--- src/rtl/dprm_pkg.sv ---
`timescale 1ns / 1ps
// Shared constants for the dual pulse rate meter.
// Used by dual_pulse_rate_meter_top; depends on nothing else.
package dprm_pkg;

	// Configuration port geometry and register indexes.
	localparam int CFG_ADDR_W = 2;
	localparam int CFG_DATA_W = 16;

	localparam logic [CFG_ADDR_W-1:0] REG_TICK_MS       = 2'd0;
	localparam logic [CFG_ADDR_W-1:0] REG_REPORT_PERIOD = 2'd1;
	localparam logic [CFG_ADDR_W-1:0] REG_MAX_GAP       = 2'd2;

	// Register field widths.
	localparam int TICK_MS_W = 4;
	localparam int PERIOD_W  = 16;
	localparam int MAX_GAP_W = 13;

	// Register reset values.
	localparam logic [TICK_MS_W-1:0] TICK_MS_RST = 4'd10;
	localparam logic [PERIOD_W-1:0]  PERIOD_RST  = 16'd300;
	localparam logic [MAX_GAP_W-1:0] MAX_GAP_RST = 13'd6000;

	// Rate arithmetic: bpm = 60000 / (gap * tick_ms).
	localparam int MS_W  = MAX_GAP_W + TICK_MS_W;
	localparam int QUO_W = 16;
	localparam int DIV_CNT_W = 4;
	localparam logic [QUO_W-1:0] MS_PER_MIN = 16'd60000;

	// Stream payload widths.
	localparam int IN_DATA_W  = 8;
	localparam int BPM_W      = 8;
	localparam int OUT_DATA_W = 16;

	// Quotients above the byte range are reported as a fixed rate.
	localparam logic [QUO_W-1:0] BPM_MAX = 16'd255;
	localparam logic [BPM_W-1:0] BPM_SAT = 8'd220;

	// Channel lanes.
	localparam int NUM_CH   = 2;
	localparam int CH_WIRED = 0;
	localparam int CH_WLESS = 1;

endpackage

--- src/rtl/dual_pulse_rate_meter_top.sv ---
`timescale 1ns / 1ps
// Two-channel pulse interval heart rate meter, top level.
// Depends on dprm_pkg for constants and register indexes.

// Every input request is one time tick carrying a wired and a wireless pulse
// flag. A tick that does not end a report period leaves the sequencer idle,
// and the next tick can be offered in the following cycle. A tick that ends
// a period with activity goes through the accept, two registered reads of each
// channel's stamp memory, a gap check, a multiply and a 16-step bit-serial
// divider per channel, then an emit state that hands the report to the output
// register once it is free. A tick ending an idle period goes straight to emit.
// The output register holds a finished report while the next tick is accepted;
// a second report waits only if the first has not yet been taken.
module dual_pulse_rate_meter_top #(
	parameter int RING_DEPTH  = 12,
	parameter int STAMP_WIDTH = 32
) (
	input  logic                               clk,
	input  logic                               arst_n,
	// Configuration write port.
	input  logic                               cfg_we,
	input  logic [dprm_pkg::CFG_ADDR_W-1:0]    cfg_addr,
	input  logic [dprm_pkg::CFG_DATA_W-1:0]    cfg_wdata,
	// Tick input.
	input  logic                               s_axis_tvalid,
	output logic                               s_axis_tready,
	input  logic [dprm_pkg::IN_DATA_W-1:0]     s_axis_tdata,  // [0] wired_pulse, [1] wireless_pulse
	// Report output.
	output logic                               m_axis_tvalid,
	input  logic                               m_axis_tready,
	output logic [dprm_pkg::OUT_DATA_W-1:0]    m_axis_tdata,  // [7:0] wired_bpm, [15:8] wireless_bpm
	output logic                               m_axis_tuser   // [0] no_activity
);
	import dprm_pkg::*;

	localparam int PTR_W = (RING_DEPTH > 1) ? $clog2(RING_DEPTH) : 1;
	localparam logic [PTR_W-1:0] PTR_LAST = PTR_W'(RING_DEPTH - 1);

	typedef enum logic [2:0] {
		ST_IDLE,
		ST_RD_NEW,
		ST_RD_OLD,
		ST_GAP,
		ST_MUL,
		ST_DIV,
		ST_EMIT
	} state_t;

	state_t state_q;

	// Configuration registers.
	logic [TICK_MS_W-1:0] tick_ms_q;
	logic [PERIOD_W-1:0]  period_q;
	logic [MAX_GAP_W-1:0] max_gap_q;

	// Control state, shared and per channel.
	logic [STAMP_WIDTH-1:0] tick_q;
	logic [PTR_W-1:0]       ptr_q   [NUM_CH];
	logic [7:0]             cnt_q   [NUM_CH];
	logic [7:0]             seen_q  [NUM_CH];
	logic [RING_DEPTH-1:0]  valid_q [NUM_CH];
	logic                   timer_q;
	logic [PERIOD_W-1:0]    ttr_q;

	// Stamp memories, one per channel.
	logic [STAMP_WIDTH-1:0] ring_mem [NUM_CH][RING_DEPTH];
	logic [STAMP_WIDTH-1:0] rd_data_q [NUM_CH];
	logic                   rd_vld_q  [NUM_CH];

	// Rate computation datapath.
	logic [STAMP_WIDTH-1:0] new_stamp_q [NUM_CH];
	logic                   gap_ok_q    [NUM_CH];
	logic [MAX_GAP_W-1:0]   gap_lo_q    [NUM_CH];
	logic [MS_W-1:0]        ms_q        [NUM_CH];
	logic [MS_W-1:0]        rem_q       [NUM_CH];
	logic [QUO_W-1:0]       quo_q       [NUM_CH];
	logic [QUO_W-1:0]       dvd_q;
	logic [DIV_CNT_W-1:0]   div_cnt_q;
	logic                   idle_rpt_q;

	// Output register.
	logic                   out_vld_q;
	logic [OUT_DATA_W-1:0]  out_data_q;
	logic                   out_user_q;

	// Combinational helpers.
	logic                   acc;
	logic                   pulse    [NUM_CH];
	logic [PTR_W-1:0]       ptr_nxt  [NUM_CH];
	logic [7:0]             cnt_nxt  [NUM_CH];
	logic [PTR_W-1:0]       newest   [NUM_CH];
	logic [PTR_W-1:0]       older    [NUM_CH];
	logic [PTR_W-1:0]       rd_addr  [NUM_CH];
	logic [STAMP_WIDTH-1:0] old_stamp [NUM_CH];
	logic [STAMP_WIDTH-1:0] gap      [NUM_CH];
	logic [MS_W:0]          div_sh   [NUM_CH];
	logic [MS_W:0]          div_diff [NUM_CH];
	logic [BPM_W-1:0]       bpm      [NUM_CH];
	logic [TICK_MS_W-1:0]   tick_eff;
	logic [PERIOD_W-1:0]    period_eff;
	logic [PERIOD_W-1:0]    ttr_dec;
	logic                   any_pulse;
	logic                   expire;
	logic                   activity;
	logic                   out_free;

	assign acc           = s_axis_tvalid && s_axis_tready;
	assign s_axis_tready = (state_q == ST_IDLE);
	assign tick_eff      = (tick_ms_q == '0) ? TICK_MS_W'(1) : tick_ms_q;
	assign period_eff    = (period_q == '0) ? PERIOD_W'(1) : period_q;
	assign ttr_dec       = (ttr_q != '0) ? ttr_q - PERIOD_W'(1) : ttr_q;
	assign out_free      = !out_vld_q || m_axis_tready;

	assign pulse[CH_WIRED] = s_axis_tdata[0];
	assign pulse[CH_WLESS] = s_axis_tdata[1];

	// Pointer, count and ring address arithmetic for each channel.
	always_comb begin
		for (int ln = 0; ln < NUM_CH; ln++) begin
			ptr_nxt[ln]  = ptr_q[ln];
			cnt_nxt[ln]  = cnt_q[ln];
			if (pulse[ln]) begin
				ptr_nxt[ln] = (ptr_q[ln] == PTR_LAST) ? '0 : ptr_q[ln] + PTR_W'(1);
				cnt_nxt[ln] = cnt_q[ln] + 8'd1;
			end
			newest[ln]   = (ptr_q[ln] == '0) ? PTR_LAST : ptr_q[ln] - PTR_W'(1);
			older[ln]    = (newest[ln] == '0) ? PTR_LAST : newest[ln] - PTR_W'(1);
			rd_addr[ln]  = (state_q == ST_RD_NEW) ? newest[ln] : older[ln];
			old_stamp[ln] = rd_vld_q[ln] ? rd_data_q[ln] : '0;
			gap[ln]      = new_stamp_q[ln] - old_stamp[ln];
			div_sh[ln]   = {rem_q[ln], dvd_q[QUO_W-1]};
			div_diff[ln] = div_sh[ln] - {1'b0, ms_q[ln]};
			if (idle_rpt_q || !gap_ok_q[ln])
				bpm[ln] = '0;
			else if (quo_q[ln] > BPM_MAX)
				bpm[ln] = BPM_SAT;
			else
				bpm[ln] = quo_q[ln][BPM_W-1:0];
		end
	end

	// Timer decisions for the tick being accepted.
	assign any_pulse = pulse[CH_WIRED] || pulse[CH_WLESS];
	assign expire    = timer_q && (ttr_dec == '0);
	assign activity  = (cnt_nxt[CH_WIRED] != seen_q[CH_WIRED]) ||
	                   (cnt_nxt[CH_WLESS] != seen_q[CH_WLESS]);

	// Stamp memories: a pulse writes the current tick, reads are registered.
	always_ff @(posedge clk) begin
		for (int ln = 0; ln < NUM_CH; ln++) begin
			if (acc && pulse[ln])
				ring_mem[ln][ptr_q[ln]] <= tick_q;
			rd_data_q[ln] <= ring_mem[ln][rd_addr[ln]];
		end
	end

	// Sequencer, channel state, rate datapath and output register.
	always_ff @(posedge clk or negedge arst_n) begin
		if (!arst_n) begin
			state_q    <= ST_IDLE;
			tick_ms_q  <= TICK_MS_RST;
			period_q   <= PERIOD_RST;
			max_gap_q  <= MAX_GAP_RST;
			tick_q     <= '0;
			timer_q    <= 1'b0;
			ttr_q      <= '0;
			idle_rpt_q <= 1'b0;
			out_vld_q  <= 1'b0;
			div_cnt_q  <= '0;
			for (int ln = 0; ln < NUM_CH; ln++) begin
				ptr_q[ln]    <= '0;
				cnt_q[ln]    <= '0;
				seen_q[ln]   <= '0;
				valid_q[ln]  <= '0;
				rd_vld_q[ln] <= 1'b0;
				gap_ok_q[ln] <= 1'b0;
			end
		end else begin
			// Configuration writes; unknown indexes are ignored.
			if (cfg_we) begin
				case (cfg_addr)
					REG_TICK_MS:       tick_ms_q <= cfg_wdata[TICK_MS_W-1:0];
					REG_REPORT_PERIOD: period_q  <= cfg_wdata[PERIOD_W-1:0];
					REG_MAX_GAP:       max_gap_q <= cfg_wdata[MAX_GAP_W-1:0];
					default: ;
				endcase
			end

			// Valid bit of each entry follows the addressed read.
			for (int ln = 0; ln < NUM_CH; ln++)
				rd_vld_q[ln] <= valid_q[ln][rd_addr[ln]];

			// The output register drains when the consumer takes the report.
			if (out_vld_q && m_axis_tready)
				out_vld_q <= 1'b0;

			unique case (state_q)
				ST_IDLE: begin
					if (acc) begin
						tick_q <= tick_q + STAMP_WIDTH'(1);
						for (int ln = 0; ln < NUM_CH; ln++) begin
							ptr_q[ln] <= ptr_nxt[ln];
							cnt_q[ln] <= cnt_nxt[ln];
							if (pulse[ln])
								valid_q[ln][ptr_q[ln]] <= 1'b1;
						end
						if (!timer_q && any_pulse) begin
							timer_q <= 1'b1;
							ttr_q   <= period_eff;
						end
						if (timer_q) begin
							ttr_q <= ttr_dec;
							if (expire && !activity) begin
								// Idle period: forget all stamps and stop.
								for (int ln = 0; ln < NUM_CH; ln++)
									valid_q[ln] <= '0;
								timer_q    <= 1'b0;
								idle_rpt_q <= 1'b1;
								state_q    <= ST_EMIT;
							end else if (expire) begin
								for (int ln = 0; ln < NUM_CH; ln++)
									seen_q[ln] <= cnt_nxt[ln];
								ttr_q      <= period_eff;
								idle_rpt_q <= 1'b0;
								state_q    <= ST_RD_NEW;
							end
						end
					end
				end
				ST_RD_NEW: begin
					state_q <= ST_RD_OLD;
				end
				ST_RD_OLD: begin
					// Newest stamp arrives while the older one is addressed.
					for (int ln = 0; ln < NUM_CH; ln++)
						new_stamp_q[ln] <= rd_vld_q[ln] ? rd_data_q[ln] : '0;
					state_q <= ST_GAP;
				end
				ST_GAP: begin
					// Check the gap and drop the older stamp when the gap is valid.
					for (int ln = 0; ln < NUM_CH; ln++) begin
						gap_ok_q[ln] <= (gap[ln] != '0) &&
						                (gap[ln] <= STAMP_WIDTH'(max_gap_q));
						gap_lo_q[ln] <= gap[ln][MAX_GAP_W-1:0];
						if ((gap[ln] != '0) && (gap[ln] <= STAMP_WIDTH'(max_gap_q)))
							valid_q[ln][older[ln]] <= 1'b0;
					end
					state_q <= ST_MUL;
				end
				ST_MUL: begin
					for (int ln = 0; ln < NUM_CH; ln++) begin
						ms_q[ln]  <= MS_W'(gap_lo_q[ln]) * MS_W'(tick_eff);
						rem_q[ln] <= '0;
						quo_q[ln] <= '0;
					end
					dvd_q     <= MS_PER_MIN;
					div_cnt_q <= DIV_CNT_W'(QUO_W - 1);
					state_q   <= ST_DIV;
				end
				ST_DIV: begin
					// One restoring division step per cycle in each lane.
					for (int ln = 0; ln < NUM_CH; ln++) begin
						if (!div_diff[ln][MS_W]) begin
							rem_q[ln] <= div_diff[ln][MS_W-1:0];
							quo_q[ln] <= {quo_q[ln][QUO_W-2:0], 1'b1};
						end else begin
							rem_q[ln] <= div_sh[ln][MS_W-1:0];
							quo_q[ln] <= {quo_q[ln][QUO_W-2:0], 1'b0};
						end
					end
					dvd_q     <= {dvd_q[QUO_W-2:0], 1'b0};
					div_cnt_q <= div_cnt_q - DIV_CNT_W'(1);
					if (div_cnt_q == '0)
						state_q <= ST_EMIT;
				end
				ST_EMIT: begin
					if (out_free) begin
						out_vld_q  <= 1'b1;
						out_data_q <= {bpm[CH_WLESS], bpm[CH_WIRED]};
						out_user_q <= idle_rpt_q;
						state_q    <= ST_IDLE;
					end
				end
				default: state_q <= ST_IDLE;
			endcase
		end
	end

	assign m_axis_tvalid = out_vld_q;
	assign m_axis_tdata  = out_data_q;
	assign m_axis_tuser  = out_user_q;

endmodule

--- config.mk ---
export PLATFORM = sky130hd
export DESIGN_NAME = dual_pulse_rate_meter_top
export DESIGN_NICKNAME = d
export VERILOG_FILES = /design/src/rtl/dprm_pkg.sv /design/src/rtl/dual_pulse_rate_meter_top.sv
export SDC_FILE = /design/constraint.sdc
export NUM_CORES = 2
export LEC_CHECK = 0
export ABC_AREA = 1
export BUFFER_PORTS_ARGS = -buffer_cell sky130_fd_sc_hd__buf_2
export CORE_AREA = 5 5 369 371
export DETAILED_ROUTE_END_ITERATION = 16
export DIE_AREA = 0 0 374 376
export GPL_ROUTABILITY_DRIVEN = 0
export RECOVER_POWER = 50
export SLEW_MARGIN = 20
export SYNTH_ARGS = -nofsm -noshare
export SYNTH_HDL_FRONTEND = slang
export SYNTH_SLANG_ARGS = --single-unit
--- constraint.sdc ---
create_clock -name clk -period 4.2 [get_ports clk]
set_clock_uncertainty 0.2 [all_clocks]
set_input_delay 0.84 -clock clk [delete_from_list [all_inputs] [get_ports clk]]
set_output_delay 0.84 -clock clk [all_outputs]
set_load 0.02 [all_outputs]
* After elaboration in Yosys (flattened, before gate mapping)
Memories as Yosys holds them, arrays and structs flattened.
Index checks and enable logic that the tools add are counted.
** Word-level totals
- Bits in latches :: 0
- Flip-flop bits (word level) :: 192
- RAM bits :: 1022
- Input port bits :: 31
- Memories :: 7
- Output and inout port bits :: 19
- ROM bits :: 0
- Word-level logic and storage cells :: 273
** Operators by class
- Bitwise operators :: 19
- Shift-type cells :: 0
- Equal/unequal tests :: 19
- $mul :: 2
- $add $sub $neg :: 15
- Muxes and demuxes :: 98
- $lt $le $gt $ge :: 20
- Reduce and logical (&&, ||, !) cells :: 65
- Div/mod/pow operators :: 0
** Memories
- ring_mem :: depth 2, bits a word 384, rd ports 2, clocked after memory_dff 0, wr ports 2, RTL line dual_pulse_rate_meter_top.sv:66 : logic [STAMP_WIDTH-1:0] ring_mem [NUM_CH][RING_DEPTH];
- new_stamp_q :: depth 2, bits a word 32, rd ports 2, clocked after memory_dff 0, wr ports 2, RTL line dual_pulse_rate_meter_top.sv:71 : logic [STAMP_WIDTH-1:0] new_stamp_q [NUM_CH];
- rd_data_q :: depth 2, bits a word 32, rd ports 2, clocked after memory_dff 0, wr ports 2, RTL line dual_pulse_rate_meter_top.sv:67 : logic [STAMP_WIDTH-1:0] rd_data_q [NUM_CH];
- ms_q :: depth 2, bits a word 17, rd ports 2, clocked after memory_dff 0, wr ports 2, RTL line dual_pulse_rate_meter_top.sv:74 : logic [MS_W-1:0] ms_q [NUM_CH];
- rem_q :: depth 2, bits a word 17, rd ports 2, clocked after memory_dff 0, wr ports 2, RTL line dual_pulse_rate_meter_top.sv:75 : logic [MS_W-1:0] rem_q [NUM_CH];
- quo_q :: depth 2, bits a word 16, rd ports 2, clocked after memory_dff 0, wr ports 2, RTL line dual_pulse_rate_meter_top.sv:76 : logic [QUO_W-1:0] quo_q [NUM_CH];
- 1 more memories
** Operators by type and width (number)
- $mux 384 :: 2
- $bmux 32 s4 :: 2
- $demux 32 s4 :: 2
- $mux 32 :: 8
- $mux 16 :: 10
- $mux 24 :: 3
- $mux 17 :: 4
- $le 32x13->1 :: 2
- $reduce_bool 32->1 :: 2
- $sub 32x32->32 :: 2
- $mux 12 :: 4
- $pmux 24 s2 :: 1
- $mux 4 :: 9
- $sub 18x17->18 :: 2
- $mul 13x4->17 :: 2
- $mux 1 :: 34
- $add 32x1->32 const B :: 1
- $gt 16x8->1 const B :: 2
- $logic_not 16->1 :: 2
- $mux 8 :: 4
- $pmux 16 s2 :: 1
- $lt 4x5->1 const B :: 6
- $and 12x12->12 :: 2
- $logic_not 4->1 :: 6
- 39 further kinds :: 125

* Longest topological paths before layout
- Depth after elaboration :: 12
- Gate-level depth with buffers :: 31
- Gate-level depth less buffers :: 29

* Worst setup path after synthesis
No wires, ideal clock.
- Path kind :: input-to-reg
- Start point :: in arst_n
- End point :: mem new_stamp_q[0][0] (enable)
- Setup slack :: -0.123 ns
- Stages on the path :: 2
- Library setup time :: 0.487 ns
- Path buffers :: 0
- Data arrival time :: 3.636 ns
- Data required time :: 3.513 ns
- Path through :: inv_1 -> nor2_1
** RTL lines
- from (decl) :: RTL line dual_pulse_rate_meter_top.sv:19 : input logic arst_n,
- to (decl) :: RTL line dual_pulse_rate_meter_top.sv:71

==> flow_summary.ini <==
[outcome]
status = complete, no violations

[timing]
period_needed_ns = 3.938
worst_pin_slew_ns = 1.011
fmax_ghz = 0.2539
layout_setup_ws_ns = 0.2621
tns_ns = 0
setup_violations = 0
hold-worst-slack_ns = 0.1125
min_period_over_period_pct = 93.76
hold_viol = 0
drv_slew = 0
slew_headroom_pct = 32.44

[hold_path]
min_path_type = in -> async

[yosys]
async_reset_ff_share_pct = 13.15
syn_inst = 6000
synth-seq-area-share_pct = 59.13
synth_ff_type = edfxtp_1
synth_cell_types = 63
syn-num-nets = 6260
yosys_warnings = 0
synth_area_mm2 = 0.05898
synth_edf_count = 985
syn_area_per_cell_um2 = 9.829
synth_seq_cells = 1209

[setup_path]
path_class = reg -> reg
worstPathMaxFanout = 10
arrival_ns = 4.24
cp_cell_sequence = buf_4 -> nand2_1 -> fa_1 -> inv_1 -> fa_1 -> ha_1 -> a21oi_1 -> nand2_1 -> nand2_1 -> nand2_1 -> a21oi_1 -> o21ai_0 -> a21oi_1 -> nor2_1 -> nor2_1 -> xnor2_1
cp-start-kind = flip-flop
end_kind = flip-flop
cpMostUsedCell = nand2_1
max_stage_delay_ns = 0.63
crit_family = adder cells
crit_slowest_cell = dfstp_2
path_buf_inv = 2
worstPathRequired_ns = 4.50

[placed_design]
hpwl_um = 91010
port_buffers = 43
placed_area_mm2 = 0.06191
pre_cts_ws_ns = -0.01586
dp_cells = 7713

[final_layout]
fill_cells = 12030
area_growth_syn_to_layout_pct = 12.95
drive_above_1_share_pct = 9.128
final_common_cell = nand2_1
final_cells = 7969
nets = 6352
fin_area_mm2 = 0.06661
diodes = 0
final_util_pct = 50.23
mostFrequentLayoutCells = nand2_1, edfxtp_1, nor2_1

[die]
rows = 134
dieArea_mm2 = 0.1406
initial_core_util_pct = 44.47
die_width_um = 374
ioPinCount = 50
die_y_um = 376
core-area_mm2 = 0.1326

[detailed_routing]
drc = 0
drt_iter0_markers = 3536
drt-vias-per-instance = 5.255
wl_per_cell_um = 18.32
vias = 41870
route.antenna.remaining_nets = 0
finalWirelength_um = 146000
drtPass1Iterations = 5

[clocking]
cts_tree = done
htreeDepth = 4
cts_buffers = 134
ctsLongestPathBuffers = 3
clkTransAtPathRegs_ns = 0.06
clockRootBuffer = clkbuf_16
clk_latency_ns = 0.76
cts_sinks = 1209

[global_routing]
grt_antenna_before_repair = 1
grt_first_pass_wirelength_um = 228300
grt-ovfl-total = 0
track_usage_pct = 20.40
grt_max_degree = 116
grt_pass1_vias = 39950

[pwr]
irDropWorstVdd_v = 0.0007114
p_leak_nw = 27.04
power.density_mw_per_mm2 = 688.1
power.total_mw = 45.83

[job]
cap_violations = 0
-- worst register-to-register path, stage by stage, from the launching register on --
cell	delay [ns]
dfstp_2	0.63
buf_4	0.21
nand2_1	0.09
fa_1	0.54
inv_1	0.05
fa_1	0.47
ha_1	0.37
a21oi_1	0.16
nand2_1	0.12
nand2_1	0.07
nand2_1	0.05
a21oi_1	0.19
o21ai_0	0.16
a21oi_1	0.15
nor2_1	0.05
nor2_1	0.11
xnor2_1	0.07
-- final cells by class --
cell class / count / area (um^2) / area share [%]
Timing Repair Buffer: 181 / 1490 / 2.237
Tap cell: 1768 / 2212 / 3.321
Clock buffer: 187 / 3770 / 5.659
Multi-Input combinational cell: 3869 / 21060 / 31.61
Clock inverter: 58 / 575.6 / 0.8640
Sequential cell: 1209 / 34880 / 52.37
Inverter: 697 / 2624 / 3.939
-- cell usage after synthesis (all sizes together) (3+ instances only) --
library cell     n  share of area (%)
dfrtp          146                6.2
buf             58               0.55
nor3            35               0.34
ha             181                3.8
nor3b            3              0.038
mux2            34               0.65
xor2            81                1.2
o21ai          588                5.1
nand3          297                2.6
nand2         1195                7.7
clkbuf         167                1.1
nand3b          17               0.22
a21oi          190                1.6
o22ai          197                2.1
xnor2           50               0.76
nor4            11               0.15
nand4           44               0.49
a21o             4              0.051
edfxtp         985                 50
or2             10               0.11
inv            696                4.4
a21boi           5              0.064
a31oi            6              0.074
and2             8              0.085
dfxtp           65                2.2
o2111ai          3              0.045
o31ai           33               0.42
nor2           801                5.2
dfstp           13               0.58
o21bai          14               0.18
fa              48                1.6
-- logic make-up (layout without fill, tap and decap cells) --
kind of cell,Yosys count,in the layout,synth area share (%)
adders and majority gates,229,229,5.469
buffers and inverters,922,1123,6.053
muxes,34,34,0.6492
AOI/OAI and AO/OA,1050,1050,9.753
xor gates and xnor gates,133,133,2.066
DFF,1209,1209,59.13
and+or+nand+nor,2423,2423,16.88
-- state kept, by name (all words and copies together), names as in the netlist, 24 cells and up --
signal,flops
ring_mem,768
gap_lo_q,26
ms_q,34
rd_data_q,64
valid_q,24
rem_q,34
new_stamp_q,64
tick_q,32
quo_q,32
-- what timing repair did --
action                                 CTS  global route
setup endpoints to repair               14            31
buffers inserted                         0             9
gates cloned                             0             2
gates resized for setup                  3            55
pin swaps                                0             3
hold buffers                             0             0
endpoints found under the hold margin    0             0
-- layer usage --
layer  track usage (%)  vias up  routed length [um]
li1                  -    20500                   -
met1             28.12    20140               65650
met2             33.99     1038               68930
met3             3.115      195                8039
met4             5.371        0                3338
met5                 0        -                   0
-- where the power goes --
part	internal, mW	switching [mW]	total, mW	leakage, nW
Sequential	14.4	0.802	15.2	11.3
Clock	6.70	4.83	11.5	2.12
Combinational	6.51	12.6	19.1	13.6
Total	27.6	18.2	45.8	27.0
-- final timing paths --
check	start	end	slack (ns)	cells after the start
setup / recovery	tick_ms_q[3]$_DFFE_PN1P_	ms_q[0][11]$_DFFE_PP_	0.26	16
hold / removal	arst_n	seen_q[4]$_DFFE_PN0P_	0.11	2
setup reg to reg	tick_ms_q[3]$_DFFE_PN1P_	ms_q[0][11]$_DFFE_PP_	0.26	16
hold reg to reg	dvd_q[5]$_SDFFCE_PN1P_	dvd_q[6]$_SDFFCE_PN1P_	0.28	1
max in group asynchronous	arst_n	tick_q[27]$_DFFE_PN0P_	2.58	3
min in group clk	cfg_wdata[13]	period_q[13]$_DFFE_PN0P_	0.14	2
Power figures use the tool's default switching activity.
